File: src/hw/rtl/rau_queue.sv
// ----------------------------------------------------------------------------
// Rational arithmetic unit queue
// Two-entry first-in first-out buffer between the front end and the
// execution side.
// ----------------------------------------------------------------------------
module rau_queue #(
   parameter int DW = 8
) (
   input  logic          clock,
   input  logic          reset,
   input  logic          push,
   input  logic [DW-1:0] push_data,
   input  logic          pop,
   output logic [DW-1:0] pop_data,
   output logic          full,
   output logic          empty
);

   logic [DW-1:0] mem_ff [2];
   logic          wptr_ff, rptr_ff;
   logic [1:0]    count_ff;

   assign full     = (count_ff == 2'd2);
   assign empty    = (count_ff == 2'd0);
   assign pop_data = mem_ff[rptr_ff];

   always_ff @(posedge clock) begin
      if (push) begin
         mem_ff[wptr_ff] <= push_data;
      end
      if (reset) begin
         wptr_ff  <= 1'b0;
         rptr_ff  <= 1'b0;
         count_ff <= 2'd0;
      end else begin
         if (push) wptr_ff <= !wptr_ff;
         if (pop) rptr_ff <= !rptr_ff;
         count_ff <= count_ff + 2'(push) - 2'(pop);
      end
   end

endmodule

File: config.mk
export PLATFORM = sky130hd
export DESIGN_NAME = rau_queue
export DESIGN_NICKNAME = d
export VERILOG_FILES = /design/src/hw/rtl/rau_queue.sv
export SDC_FILE = /design/constraint.sdc
export NUM_CORES = 1
export LEC_CHECK = 0
export BUFFER_PORTS_ARGS = -buffer_cell sky130_fd_sc_hd__buf_2
export CORE_UTILIZATION = 50
export CTS_BUF_LIST = sky130_fd_sc_hd__clkbuf_8
export DETAILED_ROUTE_END_ITERATION = 7
export PLACE_DENSITY = 0.81
export SYNTH_ARGS = -nofsm -noshare
export SYNTH_HDL_FRONTEND = slang
export SYNTH_SLANG_ARGS = --single-unit
File: constraint.sdc
create_clock -name clock -period 3.7 [get_ports clock]
set_input_delay 0.37 -clock clock [delete_from_list [all_inputs] [get_ports clock]]
set_output_delay 0.37 -clock clock [all_outputs]
set_load 0.02 [all_outputs]
==> impl_metrics.csv <==
group,metric,value,unit
status,outcome,"complete, no violations",
synthesis,ys_types,11,
timing,slew_headroom,0.519,
timing,fin_skew,0.00232,ns
clock_network,htree_levels,1,
cells_and_area,layout.cells.non_filler,86,
power,peakVddDrop,287,uV
die,die_h,41.8,microns
drt,routed_wl,1110,microns
clock_network,cts_buffer_depth,2,
job,max_cap_violations,0,
cells_and_area,multiInputGateArea,199,sq um
grt,antenna_found_initial,0,
cells_and_area,antenna_cells,0,
die,dieArea,1750,sq um
synthesis,synth_warnings,0,
clock_network,cts-resized-gates,0,
timing,tightest_slew,0.720,ns
synthesis,yosysSeqAreaShare,0.733,
synthesis,ys_seq_elements,21,
die,die_x,41.8,microns
clock_network,clkLatencyLatePin,0.25,ns
timing,hold_viol,0,
cells_and_area,nets,85,
die,core,1490,sq um
cells_and_area,drive_gt1_frac,0.457,
drt,drt_iter0_markers,10,
clock_network,hold_buffers,0,
timing,fin_setup_tns,0,ns
drt,drc,0,
setup_path,critPathLaunchType,"register",
grt,grt_pass1_wl,1730,microns
placement,dpl_worst_slack,2.21,ns
synthesis,syn_area,792,sq um
grt,grt_max_degree,12,
setup_path,crit_type,"reg -> out",
drt,final_antenna_net_count,0,
setup_path,required,3.33,ns
drt,vias,423,
synthesis,syn_nets,60,
timing,timing.fmax,594,MHz
cells_and_area,fillers,130,
placement,gp_congestion,0.630,
placement,placed_cells,82,
timing,fin_ws,2.02,ns
timing,setup_viol,0,
drt,wire_per_inst,12.9,microns
grt,overflow,0,
clock_network,clock_sinks,21,
timing,final_max_slew_viol_count,0,
drt,firstDrtPassIters,3,
clock_network,cts-buffers-inserted,3,
drt,via_per_inst,4.92,
cells_and_area,areaGrowthSynthToFinish,20.9,%
synthesis,avgSynthCellArea,17.2,sq um
timing,finalCritPeriodShare,0.455,
setup_path,end_kind,"output port",
placement,hpwl,830,microns
grt,first_global_vias,401,
clock_network,cts_setup_buffers,0,
cells_and_area,postLayoutCellArea,957,sq um
setup_path,crit_fanout,8,
placement,port_buffers,21,
timing,period_minus_slack,1.68,ns
die,initial_core_util,0.532,
grt,gr-usage-all-layers,0.137,
placement,placed_area,912,sq um
timing,grt_setup_unrepaired,"no",
clock_network,root_buffer,"clkbuf_8",
power,power_density,535,nW/um^2
worst_hold_path,min_path_type,"in -> reg",
die,num_rows,14,
power,p_leak,0.391,nW
die,boundaryPins,22,
cells_and_area,regArea,581,sq um
clock_network,cts_tree,"done",
synthesis,syn_inst,46,
setup_path,cp.arrival,1.31,ns
clock_network,clkTransAtPathRegs,0.07,ns
-- metrics by stage --
| stage | hold WS [ns] | util | power (W) |
|---|---|---|---|
| final | 0.307 | 0.643 | 0.000512 |
| after global routing | 0.299 | 0.643 | 0.000535 |
| after CTS | 0.305 | 0.643 | 0.000516 |
| after detailed placement | 0.531 | 0.613 | 0.000379 |
| after global placement | 0.506 | 0.613 | 0.000375 |
| after floorplan | 0.442 | - | 0.000350 |
-- per-layer routing --
| metal | global-route usage | routed length, microns |
|---|---|---|
| met1 | 0.161 | 474 |
| met2 | 0.241 | 572 |
| met3 | 0.0304 | 55 |
| met4 | 0.0581 | 4 |
| met5 | 0 | 0 |
-- cells by family after synthesis --
group,after synthesis,synth area share
flops,21,0.733
simple gates,9,0.0553
mux,8,0.114
xor+xnor,3,0.0506
buf+inv,3,0.0158
fa+ha+maj,2,0.0316
-- critical path, cell delays in order, from the launching register on --
cell	delay (ns)
dfxtp_1	0.53
mux2_2	0.38
buf_2	0.16
-- cells in the mapped netlist (all sizes together) --
cell type | number | area, sq um
and2 | 1 | 6.26
buf | 1 | 5.00
dfxtp | 5 | 100
edfxtp | 16 | 480
ha | 2 | 25.0
inv | 2 | 7.51
mux2 | 8 | 90.1
nor2 | 5 | 18.8
nor2b | 3 | 18.8
xnor2 | 2 | 17.5
xnor3 | 1 | 22.5
-- power breakdown --
group | internal [W] | switching, W | total, W
logic | 0.0000427 | 0.0000447 | 0.0000874
registers | 0.000274 | 0.0000105 | 0.000285
clock network | 0.0000736 | 0.0000664 | 0.000140
total | 0.000390 | 0.000122 | 0.000512
-- path summary, 6_finish.rpt --
path,start,endpoint,slack [ns],cells after the start
min reg2reg,rptr_ff,rptr_ff,0.54,2
min,push_data[4],mem_ff[1][4],0.31,1
max,register,pop_data[6],2.02,2
max reg2reg,count_ff[0],count_ff[1],2.33,6
-- placed cells by master, fill, tap and decap left out --
| master | netlist | layout |
|---|---|---|
| ha_1 | 2 | 2 |
| dfxtp_1 | 5 | 5 |
| nor2_1 | 5 | 5 |
| nor2b_1 | 3 | 3 |
| mux2_2 | 8 | 8 |
| edfxtp_1 | 16 | 16 |
| inv_1 | 2 | 3 |
| and2_1 | 1 | 1 |
| buf_2 | 1 | 21 |
| xnor3_1 | 1 | 1 |
| xnor2_1 | 2 | 2 |
| clkbuf_8 | 0 | 3 |
-- area by class of cell --
cell class                 instances  share of cell area
sequential                        21               0.607
timing repair buffer              21               0.110
clock inverter                     1             0.00392
clock buffer                       3              0.0431
inverter                           2             0.00784
multi-input combinational         22               0.208
tap                               16              0.0209
-- state kept, by name (all words and copies together) (netlist names), named ones only --
| register | flops |
|---|---|
| mem_ff | 16 |
| count_ff | 2 |
| rptr_ff | 1 |
| wptr_ff | 1 |
Note: power is estimated with default switching activity, not from simulation.
