===== src/hw/rtl/rau_pkg.sv =====
// ----------------------------------------------------------------------------
// Rational arithmetic unit package
// Operation codes, status codes and the sequencer states of the execution
// side.
// ----------------------------------------------------------------------------
package rau_pkg;

   localparam logic [2:0] MODE_ADD  = 3'd0;
   localparam logic [2:0] MODE_SUB  = 3'd1;
   localparam logic [2:0] MODE_MUL  = 3'd2;
   localparam logic [2:0] MODE_DIV  = 3'd3;
   localparam logic [2:0] MODE_NEG  = 3'd4;
   localparam logic [2:0] MODE_NORM = 3'd5;

   localparam logic [1:0] ST_OK       = 2'd0;
   localparam logic [1:0] ST_ZERO_DEN = 2'd1;
   localparam logic [1:0] ST_OVERFLOW = 2'd2;

   typedef enum logic [2:0] {
      S_IDLE,
      S_MUL,
      S_COMB,
      S_GSHIFT,
      S_GODD,
      S_GLOOP,
      S_DIV,
      S_CHECK
   } back_state_type;

endpackage


===== src/hw/rtl/rau_front.sv =====
// ----------------------------------------------------------------------------
// Rational arithmetic unit front end
// Splits operands into sign and magnitude, detects zero denominators and
// selects the multiplier operand pairs for the requested mode.
// ----------------------------------------------------------------------------
module rau_front
   import rau_pkg::*;
#(
   parameter int WIDTH = 32,
   parameter int EW    = 3 + 6 * WIDTH
) (
   input  logic [2:0]    mode,
   input  logic [31:0]   a_num,
   input  logic [31:0]   a_den,
   input  logic [31:0]   b_num,
   input  logic [31:0]   b_den,
   output logic [EW-1:0] entry
);

   logic [WIDTH-1:0] an, ad, bn, bd;
   logic             sa, sb, uses_b, err, ps, qs;
   logic [WIDTH-1:0] m1a, m1b, m2a, m2b, d1, d2;

   // Magnitude of a WIDTH-bit two's complement value; the most negative
   // value maps onto its own bit pattern read as unsigned.
   function automatic logic [WIDTH-1:0] mag_of(input logic [WIDTH-1:0] v);
      return v[WIDTH-1] ? (~v + 1'b1) : v;
   endfunction

   always_comb begin
      an = mag_of(a_num[WIDTH-1:0]);
      ad = mag_of(a_den[WIDTH-1:0]);
      bn = mag_of(b_num[WIDTH-1:0]);
      bd = mag_of(b_den[WIDTH-1:0]);
      sa = a_num[WIDTH-1] ^ a_den[WIDTH-1];
      sb = b_num[WIDTH-1] ^ b_den[WIDTH-1];
      uses_b = (mode == MODE_ADD) || (mode == MODE_SUB) || (mode == MODE_MUL) ||
               (mode == MODE_DIV);
      err = (ad == '0) || (uses_b && bd == '0) || (mode == MODE_DIV && bn == '0);
      m2a = '0;
      m2b = '0;
      unique case (mode)
         MODE_ADD, MODE_SUB: begin
            m1a = an; m1b = bd;
            m2a = bn; m2b = ad;
            d1  = ad; d2  = bd;
            ps  = sa;
            qs  = (mode == MODE_SUB) ? !sb : sb;
         end
         MODE_MUL: begin
            m1a = an; m1b = bn;
            d1  = ad; d2  = bd;
            ps  = sa ^ sb; qs = sa ^ sb;
         end
         MODE_DIV: begin
            m1a = an; m1b = bd;
            d1  = ad; d2  = bn;
            ps  = sa ^ sb; qs = sa ^ sb;
         end
         MODE_NEG: begin
            m1a = an; m1b = WIDTH'(1);
            d1  = ad; d2  = WIDTH'(1);
            ps  = !sa; qs = !sa;
         end
         default: begin
            // Normalize, and the unused codes behave the same way.
            m1a = an; m1b = WIDTH'(1);
            d1  = ad; d2  = WIDTH'(1);
            ps  = sa; qs = sa;
         end
      endcase
      entry = {err, ps, qs, m1a, m1b, m2a, m2b, d1, d2};
   end

endmodule


===== config.mk =====
export PLATFORM = sky130hd
export DESIGN_NAME = rau_front
export DESIGN_NICKNAME = d
export VERILOG_FILES = /design/src/hw/rtl/rau_pkg.sv /design/src/hw/rtl/rau_front.sv
export SDC_FILE = /design/constraint.sdc
export NUM_CORES = 1
export LEC_CHECK = 0
export ABC_AREA = 1
export ABC_CLOCK_PERIOD_IN_PS = 2300
export BUFFER_PORTS_ARGS = -buffer_cell sky130_fd_sc_hd__buf_2
export CORE_AREA = 2 2 129 131
export DETAILED_ROUTE_END_ITERATION = 12
export DIE_AREA = 0 0 131 133
export PLACE_DENSITY = 0.75
export SYNTH_ARGS = -nofsm -noshare
export SYNTH_HDL_FRONTEND = slang
export SYNTH_SLANG_ARGS = --single-unit

===== constraint.sdc =====
create_clock -name vclk -period 2.3
set_input_delay 0.46 -clock vclk [all_inputs]
set_output_delay 0.46 -clock vclk [all_outputs]
set_load 0.05 [all_outputs]

==> summary.txt, run 1 <==
Floorplanning
  • Initial Util: 0.333
  • Die H: 133 µm
  • Row cnt: 47
  • Die Wd: 131 µm
  • IO Count: 326

GRT
  • Pin count of the biggest net entering global routing: 38
  • Grt ovf: 1166
  • Gr usage total: 0.937

Logic synthesis
  • Distinct cells, synth: 38
  • Synth Instances: 1176
  • Syn Nets: 1311
  • Post-synth top area share: 0.235
  • Cell taking the most area after synthesis: nand2_1
  • Avg Cell Area, Syn: 4.58 µm²
  • Main area contributors after synthesis: nand2_1, nor2_1, inv_1
  • Post-Synthesis Cell Area: 0.00538 mm²
  • YS warnings: 0
  • Seq/Total Area, Yosys: 0

Timing
  • Worst endpoint type: output port
  • GRT worst endpoint: entry[194]

Outcome
  • Run status: aborted with a tool error
  • Last stage: global routing
  • Err: [ERROR GRT-0232] Routing congestion too high. Check the congestion heatmap in the GUI.

Placement
  • Placed inst area: 0.0112 mm²
  • Gpl congestion: 0.991
  • DP HPWL: 27.4 mm
  • Number of port buffers: 326

Clocking
  • CTS Hold Bufs: 0
[synthesized netlist by cell type, drive strengths merged]
| cell type | number |
|---|---|
| o21ai | 38 |
| xnor2 | 9 |
| xor2 | 32 |
| o22ai | 61 |
| or2 | 4 |
| o31ai | 3 |
| a31o | 1 |
| clkinv | 1 |
| nor3 | 12 |
| buf | 21 |
| nand3b | 13 |
| a21oi | 23 |
| o211ai | 4 |
| ha | 4 |
| nor2 | 227 |
| a31oi | 2 |
| inv | 202 |
| nand2 | 339 |
| nand3 | 129 |
| and2 | 2 |
| nor4 | 3 |
| clkbuf | 19 |
| o32ai | 2 |
| nand4 | 24 |
| a21o | 1 |
[per-layer routing]
metal | track usage | overflow
met1 | 0.846 | 6
met2 | 1.23 | 870
met4 | 1.11 | 283
met5 | 0.126 | 0
met3 | 0.664 | 7
[cell families after synthesis]
logic type                 synth area share
adders and majority gates           0.00930
AOI/OAI and AO/OA                     0.147
xor gates and xnor gates             0.0681
buffers and inverters                 0.177
and+or+nand+nor                       0.598
[metrics by stage]
stage	setup TNS (ns)	setup slack, ns	std cells	hold slack, ns
floorplan	-3.06	-0.422	1176	1.04
global placement	-32.94	-0.624	2031	1.26
detailed placement	-35.69	-0.662	2031	1.26
CTS	-8.11	-0.446	2069	1.22
[timing repair]
item | CTS
endpoints found under the setup margin | 156
resized for setup | 619
setup buffers | 44
pin swaps | 125
==> run 2: changes to the inputs <==
ABC_CLOCK_PERIOD_IN_PS = 3000   (was 2300)
CORE_AREA = 2 2 168 170   (was 2 2 129 131)
DIE_AREA = 0 0 170 172   (was 0 0 131 133)
PLACE_DENSITY = unset   (was 0.75)
PLACE_DENSITY_LB_ADDON = 0.15   (was unset)
clock period = 3 ns   (was 2.3 ns; I/O delays follow)
==> run 2 against run 1 <==
Net effect:
- the flow now finishes without violations
- area after synthesis is the same
- synthesized cell count stayed put
==> summary.txt, run 2 <==
Outcome
  • Run status: completed

Floorplanning
  • Row cnt: 61
  • Die Wd: 170 µm
  • Core area: 0.0275 mm²
  • Initial Util: 0.196
  • Die outline area: 0.0292 mm²
  • IO Count: 326
  • Die H: 172 µm

Logic synthesis
  • Post-Synthesis Cell Area: 0.00538 mm²
  • Post-synth top cells: nand2_1, nor2_1, inv_1
  • Syn Nets: 1311
  • YS warnings: 0
  • Cell taking the most area after synthesis: nand2_1
  • Most frequent cell after synthesis: nand2_1
  • Avg Cell Area, Syn: 4.58 µm²
  • Seq/Total Area, Yosys: 0
  • Main area contributors after synthesis: nand2_1, nor2_1, inv_1
  • Post-synth top area share: 0.235
  • Distinct cells, synth: 38
  • Synth Instances: 1176

Layout
  • Finished Core Util: 0.346
  • Area Overhead vs Synth: 76.8%
  • Fraction of layout cells with a size suffix above 1: 0.402
  • Num sequential: 0
  • Commonest non-fill, non-tap cell in the layout: nand2_1
  • Final Net Count: 1797
  • Register area: 0 µm²
  • Inserted Diodes: 0
  • Commonest non-fill, non-tap cells in the layout: nand2_1, buf_2, buf_4, nor2_1, inv_1
  • Area of the multi-input gates: 0.00494 mm²
  • FILL cells: 3194
  • # clk buffers: 0

Worst setup path
  • CP Class: in -> out
  • Critical Path AT: 2.37 ns
  • Worst Setup End Kind: primary output
  • Crit path launch type: input pin
  • WP data required: 2.40 ns
  • Crit Path Max Fanout: 4

GRT
  • Vias in the first global route: 8755
  • Gr usage total: 0.198
  • Grt ovf: 0
  • Initial antenna violation count: 0
  • Pin count of the biggest net entering global routing: 34
  • First-pass GRT wire length: 46.1 mm

Timing
  • Final min period: 2.97 ns
  • Final Setup Violations: 0
  • RSZ-0062 raised after global routing: true
  • Final hold vios: 0
  • Hold WS: 1.50 ns
  • Worst-Margin Slew: 0.545 ns
  • Final Max Slew Viols: 0
  • Max_slew headroom: 0.636
  • Final setup TNS: 0 ns
  • Peak Freq: 336 MHz
  • Tcrit/Tclk final: 0.992
  • Setup ws final: 0.0254 ns

Power
  • Final Power: 2.09 mW
  • Leakage: 5.42 nW
  • PwrDens: 220 mW/mm²
  • Maximum VDD drop: 0.141 mV

Placement
  • Pre-CTS setup slack: -0.338 ns
  • Gpl congestion: 0.906
  • DP HPWL: 26.8 mm
  • Number of port buffers: 326

Worst hold path
  • Worst min path class: in -> out

Detailed routing
  • # DRC: 0
  • Number of DRC markers in iteration 0: 547
  • Routed wl met3: 2.17 mm
  • Final ANT Viol Nets: 0
  • Post-Route WL: 31.0 mm
  • Via/cell ratio: 4.55
  • Drt wl/cell: 15.4 µm
  • Vias: 9120
  • Iteration count of the initial detailed-routing pass: 5
  • WL met2: 15.3 mm
  • Highest metal used: met4
  • WL met1: 13.0 mm

Run
  • Max Cap Violations: 0
run 2: what timing repair did:
item,4_1_cts,5_1_grt
setup endpoints to repair,38,68
pin swaps,25,45
gates resized for setup,64,90
setup buffers,6,6
hold buffers,0,0
run 2: routing by layer:
metal,up-vias,global-route usage
met5,-,0
met1,4086,0.238
met2,307,0.377
met3,25,0.0302
met4,0,0.0323
li1,4702,-
run 2: per-stage QoR:
step                instance area [µm²]  instances
floorplan                          5500       1176
global placement                   8890       1994
detailed placement                 8890       1994
CTS                                9170       2000
global route                       9520       2006
finish                             9520       2006
run 2: layout make-up:
cell class                      count  share of cell area
Timing Repair Buffer              524               0.355
Multi-Input combinational cell    933               0.519
Inverter                          203              0.0811
Tap cell                          346              0.0455
run 2: kinds of logic after synthesis:
logic type,count (synthesis),share of synthesized area
and+or+nand+nor,753,0.598
buffers and inverters,243,0.177
AOI/OAI and AO/OA,135,0.147
xor gates and xnor gates,41,0.0681
adders and majority gates,4,0.00930
run 2: path summary, 6_finish.rpt:
kind,endpoint,from,cells past startpoint,slack (ns)
hold / removal,entry[160],a_num[0],2,1.50
setup / recovery,entry[183],a_num[2],12,0.03
run 2: critical path: stages:
cell	delay (ns)
buf_6	0.09
inv_2	0.07
nand3_2	0.08
nor3_2	0.20
nand4_1	0.18
nor2_2	0.22
nand3_2	0.15
nor2_4	0.16
nand3_1	0.10
nand2_2	0.10
xor2_1	0.14
buf_2	0.27
run 2: report_power, final:
group          total (mW)  switching (mW)  leakage, nW  internal [mW]
registers               0               0            0              0
clock network           0               0            0              0
logic                2.09            1.45         5.42          0.640
total                2.09            1.45         5.42          0.640
No activity file was read; power rests on OpenSTA's default activity.
